## src/rtl/fqrc_pkg.sv

```systemverilog
`timescale 1ns / 1ps
// Shared types, codes and helper functions of the frame QP rate controller.
// No dependencies; every other file but fqrc_div imports this package.
package fqrc_pkg;

	localparam logic [1:0] OP_PLAN = 2'd0;
	localparam logic [1:0] OP_DONE = 2'd1;
	localparam logic [1:0] OP_SET  = 2'd2;
	localparam logic [1:0] OP_NONE = 2'd3;

	localparam logic [1:0] CFG_INITIAL_BITRATE = 2'd0;
	localparam logic [1:0] CFG_FRAME_RATE      = 2'd1;
	localparam logic [1:0] CFG_SOFT_RC_ENABLE  = 2'd2;

	localparam int QP_LO        = 16;
	localparam int QP_HI        = 45;
	localparam int KEY_QP_DELTA = 2;
	localparam int KEY_QP_JUMP  = 6;
	localparam int EMA_LIM      = 8388607;

	localparam logic [31:0] MIN_BITRATE  = 32'd100000;
	localparam logic [31:0] KEY_MIN_RATE = 32'd32;
	localparam logic [31:0] US_PER_SEC   = 32'd1000000;
	localparam logic [22:0] BITS_X_US    = 23'd8000000;
	localparam logic [7:0]  DEFAULT_FPS  = 8'd60;

	typedef enum logic [4:0] {
		CMD_NONE,
		CMD_LATCH,
		CMD_LOG_A,
		CMD_LOG_B,
		CMD_SAVE_LB,
		CMD_DIV_FUS,
		CMD_SAVE_FUS,
		CMD_ELAP,
		CMD_WORK,
		CMD_DIV_EMA,
		CMD_SAVE_EMA,
		CMD_LOAD_EMA,
		CMD_DIV_Q_DIFF,
		CMD_DIV_Q_EMA,
		CMD_SAVE_Q,
		CMD_COMMIT
	} dp_cmd_t;

	typedef struct packed {
		logic       log_done;
		logic       div_done;
		logic [1:0] op;
		logic       is_key;
		logic       plan_pred;
		logic       done_skip;
		logic       work_big;
		logic       ema_valid;
		logic       set_adapt;
		logic       out_block;
	} dp_status_t;

	typedef enum logic [3:0] {
		S_IDLE,
		S_DECODE,
		S_WFUS,
		S_ELAP,
		S_WORK,
		S_CHKW,
		S_WLA,
		S_WLB,
		S_BRANCH,
		S_WEMA,
		S_QEMA,
		S_WQ,
		S_FINISH
	} ctrl_state_t;

	typedef enum logic [1:0] {
		LG_IDLE,
		LG_NORM,
		LG_MUL,
		LG_SQ
	} log_state_t;

	// log2(9) - 3 in fixed point, i.e. log2(1.125); evaluated at elaboration
	function automatic logic [63:0] log_step(input int frac);
		logic [63:0] m;
		logic [63:0] r;
		begin
			m = 64'h9000_0000;
			r = 64'd3;
			for (int i = 0; i < frac; i++) begin
				m = (m * m) >> 31;
				r = r << 1;
				if (m >= 64'h1_0000_0000) begin
					r = r | 64'd1;
					m = m >> 1;
				end
			end
			return r - (64'd3 << frac);
		end
	endfunction

	function automatic logic signed [31:0] clamp32(input logic signed [31:0] v,
		input logic signed [31:0] lo, input logic signed [31:0] hi);
		begin
			if (v < lo) return lo;
			if (v > hi) return hi;
			return v;
		end
	endfunction

	function automatic logic [5:0] sat_qp(input logic signed [31:0] v);
		logic signed [31:0] c;
		begin
			c = clamp32(v, 32'(QP_LO), 32'(QP_HI));
			return c[5:0];
		end
	endfunction

	function automatic logic signed [23:0] sat24(input logic signed [31:0] v);
		logic signed [31:0] c;
		begin
			c = clamp32(v, -32'(EMA_LIM) - 32'sd1, 32'(EMA_LIM));
			return c[23:0];
		end
	endfunction

endpackage

```

## src/rtl/fqrc_ctrl.sv

```systemverilog
`timescale 1ns / 1ps
// Controller: sequences one item through the datapath by command codes.
// Depends on fqrc_pkg.
module fqrc_ctrl (
	input  logic                  clk,
	input  logic                  arst_n,
	input  logic                  in_valid,
	output logic                  in_ready,
	input  fqrc_pkg::dp_status_t  status,
	output fqrc_pkg::dp_cmd_t     cmd
);
	import fqrc_pkg::*;

	ctrl_state_t state_q, state_d;

	always_ff @(posedge clk or negedge arst_n) begin
		if (!arst_n) begin
			state_q <= S_IDLE;
		end else begin
			state_q <= state_d;
		end
	end

	always_comb begin
		state_d  = state_q;
		cmd      = CMD_NONE;
		in_ready = 1'b0;
		unique case (state_q)
			S_IDLE: begin
				in_ready = 1'b1;
				if (in_valid) begin
					cmd     = CMD_LATCH;
					state_d = S_DECODE;
				end
			end
			S_DECODE: begin
				unique case (status.op)
					OP_PLAN: begin
						if (status.is_key && status.plan_pred) begin
							cmd     = CMD_LOG_A;
							state_d = S_WLA;
						end else begin
							state_d = S_FINISH;
						end
					end
					OP_DONE: begin
						if (status.done_skip) begin
							state_d = S_FINISH;
						end else begin
							cmd     = CMD_DIV_FUS;
							state_d = S_WFUS;
						end
					end
					OP_SET: begin
						if (status.set_adapt) begin
							cmd     = CMD_LOG_A;
							state_d = S_WLA;
						end else begin
							state_d = S_FINISH;
						end
					end
					default: state_d = S_FINISH;
				endcase
			end
			S_WFUS: begin
				if (status.div_done) begin
					cmd     = CMD_SAVE_FUS;
					state_d = S_ELAP;
				end
			end
			S_ELAP: begin
				cmd     = CMD_ELAP;
				state_d = status.is_key ? S_FINISH : S_WORK;
			end
			S_WORK: begin
				cmd     = CMD_WORK;
				state_d = S_CHKW;
			end
			S_CHKW: begin
				if (status.work_big) begin
					cmd     = CMD_LOG_A;
					state_d = S_WLA;
				end else begin
					state_d = S_FINISH;
				end
			end
			S_WLA: begin
				if (status.log_done) begin
					cmd     = CMD_LOG_B;
					state_d = S_WLB;
				end
			end
			S_WLB: begin
				if (status.log_done) begin
					cmd     = CMD_SAVE_LB;
					state_d = S_BRANCH;
				end
			end
			S_BRANCH: begin
				if (status.op == OP_DONE) begin
					if (status.ema_valid) begin
						cmd     = CMD_DIV_EMA;
						state_d = S_WEMA;
					end else begin
						cmd     = CMD_LOAD_EMA;
						state_d = S_QEMA;
					end
				end else begin
					cmd     = CMD_DIV_Q_DIFF;
					state_d = S_WQ;
				end
			end
			S_WEMA: begin
				if (status.div_done) begin
					cmd     = CMD_SAVE_EMA;
					state_d = S_QEMA;
				end
			end
			S_QEMA: begin
				cmd     = CMD_DIV_Q_EMA;
				state_d = S_WQ;
			end
			S_WQ: begin
				if (status.div_done) begin
					cmd     = CMD_SAVE_Q;
					state_d = S_FINISH;
				end
			end
			S_FINISH: begin
				if (!status.out_block) begin
					cmd     = CMD_COMMIT;
					state_d = S_IDLE;
				end
			end
			default: state_d = S_IDLE;
		endcase
	end
endmodule

```

## config.mk

```make
export PLATFORM = sky130hd
export DESIGN_NAME = fqrc_ctrl
export DESIGN_NICKNAME = d
export VERILOG_FILES = /design/src/rtl/fqrc_pkg.sv /design/src/rtl/fqrc_ctrl.sv
export SDC_FILE = /design/constraint.sdc
export NUM_CORES = 1
export LEC_CHECK = 0
export BUFFER_PORTS_ARGS = -buffer_cell sky130_fd_sc_hd__buf_2
export CAP_MARGIN = 0
export CORE_UTILIZATION = 44
export DETAILED_ROUTE_END_ITERATION = 16
export GPL_ROUTABILITY_DRIVEN = 0
export HOLD_SLACK_MARGIN = 0.08
export PLACE_DENSITY = 0.74
export SETUP_SLACK_MARGIN = 0.5
export SYNTH_ARGS = -nofsm -noshare
export SYNTH_HDL_FRONTEND = slang
export SYNTH_SLANG_ARGS = --single-unit
```

## constraint.sdc

```tcl
create_clock -name clk -period 1.8 [get_ports clk]
set_clock_uncertainty 0.2 [all_clocks]
set_input_delay 0.27 -clock clk [delete_from_list [all_inputs] [get_ports clk]]
set_output_delay 0.27 -clock clk [all_outputs]
set_load 0.01 [all_outputs]
```

Word level (Yosys, flattened, before mapping)
Index checks and enable logic that the tools add are counted.

Register bits after elaboration: 4. Bits of input ports: 14. Logic and storage cells: 58.

Eq/ne operators: 21. Mux-type cells: 32. Reduce and logical (&&, ||, !) cells: 4.

Operator list (number): case mux 5 bit (13 select lines) (1); 2-to-1 mux 4 bit (16); case mux 4 bit (13 select lines) (1); == test 4 bit, second input constant (5); == test 4 x 3 -> 1 bit, second input constant (4); != test 2 bit, second input constant (7); 2-to-1 mux 2 bit (6); case mux 4 bit (3 select lines) (1); 2-to-1 mux 3 bit (3); case mux 3 bit (3 select lines) (1); == test 4 x 2 -> 1 bit, second input constant (2); AND reduction 7 bit (1); 2-to-1 mux 5 bit (1); == test 4 x 1 -> 1 bit, second input constant (1); zero test 4 bit (1); == test 2 x 1 -> 1 bit, second input constant (1); == test 2 bit, second input constant (1); zero test 2 bit (1); 2-to-1 mux 1 bit (2); logical AND 1 bit (1).

Longest topological paths before layout
Depth in word-level cells: 4. Depth in mapped cells: 6. Depth with buffers taken out: 5.

Least setup slack after synthesis
No wires, ideal clock.

Path kind: register to output. Start point: reg state_q[1]. End point: out cmd[2]. Arrival: 1.303 ns. Data required time: 1.330 ns. Setup slack: 0.027 ns. Stages on the path, launching flop included: 6. Cells stage by stage: dfrtp_1 -> buf_6 -> clkbuf_1 -> o21ai_1 -> o41ai_1 -> a221o_1.

Word-level cells in the longest chain between the ends: 2.

RTL lines: from (decl) (RTL line fqrc_ctrl.sv:14) `ctrl_state_t state_q, state_d;`; from (signal assigned) (RTL line fqrc_ctrl.sv:20) `state_q <= state_d;`; == test 4 bit (tied with other cells) (RTL line fqrc_ctrl.sv:28) `unique case (state_q)`; case mux 5 bit (13 select lines) * (RTL line fqrc_ctrl.sv:28); to (decl) (RTL line fqrc_ctrl.sv:10) `output fqrc_pkg::dp_cmd_t cmd`.

Every way passes the cells marked *; elsewhere a longest branch is shown, timed or not.

Final worst setup path
Same ends and word-level chain as after synthesis.

==> qor.txt <==
Status = complete, but fails checks
Violated checks = setup timing
Main synth FF type = dfrtp_1
Setup violators final = 8
Synth Net Count = 106
Fin Hold WS = 0.155 ns
Logic pwr share = 83.2%
Sw Ratio = 48.7%
Adder-cell share of the synthesized area = 0%
Syn-to-layout area delta = 80.1%
Die Span Y = 40.3 um
Pwr Total = 0.00238 W
Fill count = 65
Final core utilization = 87.3%
DRC violations left = 0
Wirelength per Cell = 23.3 um
Critical path fanouts, max = 7
Post-place setup slack = -0.0596 ns
Design Area, Final = 1160 um2
Worst R2R End = state_q[1]
Async S/R FF share, synth = 100%
Net Sw Power = 0.00116 W
Initial antenna violation count = 0
Main combinational cell family by area after synthesis = simple AND/OR/NAND/NOR gates
Synth Area in Compound Gates = 33.3%
RSZ-0062 raised after global routing = true
Synth Instances = 92
Worst path required time = 1.33 ns
Post-synthesis simple-gate area fraction = 34.6%
Post-Synth XOR/XNOR Area = 0%
Syn. warnings = 0
Remaining Overflow, GRT = 0
Latest clock arrival within the worst-skew pair = 0.27 ns
# IOs = 20
Sequential cell area fraction in the yosys report = 15.5%
IO Port Bufs = 18
Largest net degree at the start of global routing = 8
Worst reg2reg startpoint = state_q[2]
Pwr/cell area = 2040 nW/um2
CTS buffer count = 3
Leakage power = 0.514 nW
Rows = 13
CP Class = register to primary output
Internal power = 0.00122 W
Max-cap violations = 0
First-pass GRT wire length = 3.66 mm
Final worst path period share = 118%
Max Clk Rate = 0.471 GHz
DRT iter0 DRCs = 98
CTS tree = done
Peak supply drop = 0.00105 V
Share of the synthesized area in the top cell type = 15.5%
Mapped Avg Cell Area = 7.03 um2
Biggest register = state_q
Critical Path End Type = primary output
Core ar. = 1330 um2
Clock power frac = 6.3%
Max FFs per register = 4
Main area contributors after synthesis = dfrtp_1, a21oi_1, o21ai_0
# H-tree levels = 1
Ratio of cells with drive above 1 in the final layout = 64.7%
R2R cell count = 7
Most common cell after layout, fill and taps aside = buf_4
Post-DP HPWL = 1.59 mm
Vias in the first global route = 853
Post-route ant nets = 0
Top flop regs = state_q: 4 flops
Root Driver = clkbuf_4
Final hold violation count = 0
HP Class = primary input to async pin
Netlist cell types = 37
Multiplexer share of the synthesized area = 6.38%
Worst setup margin = -0.322 ns
DR pass1 iterations = 5
Initial core utilization = 48.5%
Vias = 1037
Post-layout min period = 2.12 ns
Die area = 1630 um2
Most frequent cells in the layout = buf_4, buf_2, buf_6
Part of the power in registers = 10.5%
Dpl cell area = 900 um2
Worst EP arrival = 1.65 ns
Total Routing Usage GR = 34.7%
Synthesized cell area = 647 um2
# nets final = 151
Clk slew on worst S/H paths = 0.06 ns
Clk sink count = 4
Deepest clock path buffer count = 2
Setup slack, reg-to-reg = -0.17 ns
Routed WL = 3.51 mm
Via-per-instance ratio = 6.87
Yosys reg bits = 4
Max-slew violations = 0
Ant diodes = 0
Crit path launch type = register
Die Wd = 40.3 um
Post-synth top area cell = dfrtp_1
Number of synthesized flops with an enable pin = 0
[logic make-up after synthesis]
| group | count (synthesis) |
|---|---|
| compound gates | 30 |
| buf+inv | 11 |
| flops | 4 |
| mux | 4 |
| other cells | 1 |
| simple gates | 42 |
[Yosys cell counts, types with 2 or more instances]
library cell	instances
nand2_1	8
a21oi_1	7
nor2_1	7
o21ai_0	7
nor3_1	6
nand2b_1	5
dfrtp_1	4
nor2b_1	4
a22o_1	3
and2_1	3
inv_1	3
mux2i_1	3
a221o_1	2
a31oi_1	2
buf_2	2
buf_6	2
clkbuf_1	2
nand3b_1	2
nor2_2	2
[how the worst max path moves through the flow]
| stage | start | endpoint | slack, ns | depth (start not counted) |
|---|---|---|---|---|
| 6_report | state_q[1] | cmd[2] | -0.32 | 4 |
| 3_5_place_dp | state_q[1] | state_q[0] | -0.06 | 5 |
| 4_1_cts | state_q[0] | cmd[2] | -0.15 | 4 |
| 2_1_floorplan | state_q[1] | cmd[2] | 0.14 | 5 |
| 5_1_grt | state_q[1] | cmd[2] | -0.46 | 4 |
| 3_3_place_gp | state_q[1] | state_q[0] | -0.05 | 5 |
[metal layers]
metal  vias to the layer above  routed length (um)  global-route usage (%)
met5                         -                   0                       0
li1                        425                   -                       -
met3                        43                 438                    7.78
met1                       454                1180                    36.0
met2                       115                1630                    65.1
met4                         0                 259                    15.0
[power by group through the flow]
stage | registers (W) | logic [W] | clock network [W]
floorplan | 0.000199 | 0.000983 | 0
global placement | 0.000270 | 0.00124 | 0
detailed placement | 0.000268 | 0.00126 | 0
CTS | 0.000222 | 0.00163 | 0.000121
global route | 0.000249 | 0.00207 | 0.000157
finish | 0.000250 | 0.00198 | 0.000150
[stage by stage]
step,cells,setup TNS (ns)
2_1_floorplan,92,0
3_3_place_gp,135,-0.127
3_5_place_dp,135,-0.158
4_1_cts,150,-0.535
5_1_grt,151,-1.77
6_report,151,-1.42
[repair_timing]
item	in CTS	in global routing
gates resized for setup	18	20
endpoints found under the hold margin	4	0
endpoints found under the setup margin	9	9
setup buffers	10	1
hold buffers	1	0
pin swaps	8	9
[layout make-up]
cell class	count	area [um2]	area share, %
timing repair buffer	48	367	31.5
multi-input combinational	77	637	54.7
tap	15	18.8	1.61
clock buffer	4	26.3	2.26
sequential	4	105	9.02
inverter	3	11.3	0.967
[worst max-delay path: stages (launching register included)]
cell and delay (ns):
dfrtp_2 0.48, buf_4 0.18, o41ai_2 0.37, a221o_1 0.22, buf_2 0.13
Power figures use the tool's default switching activity.
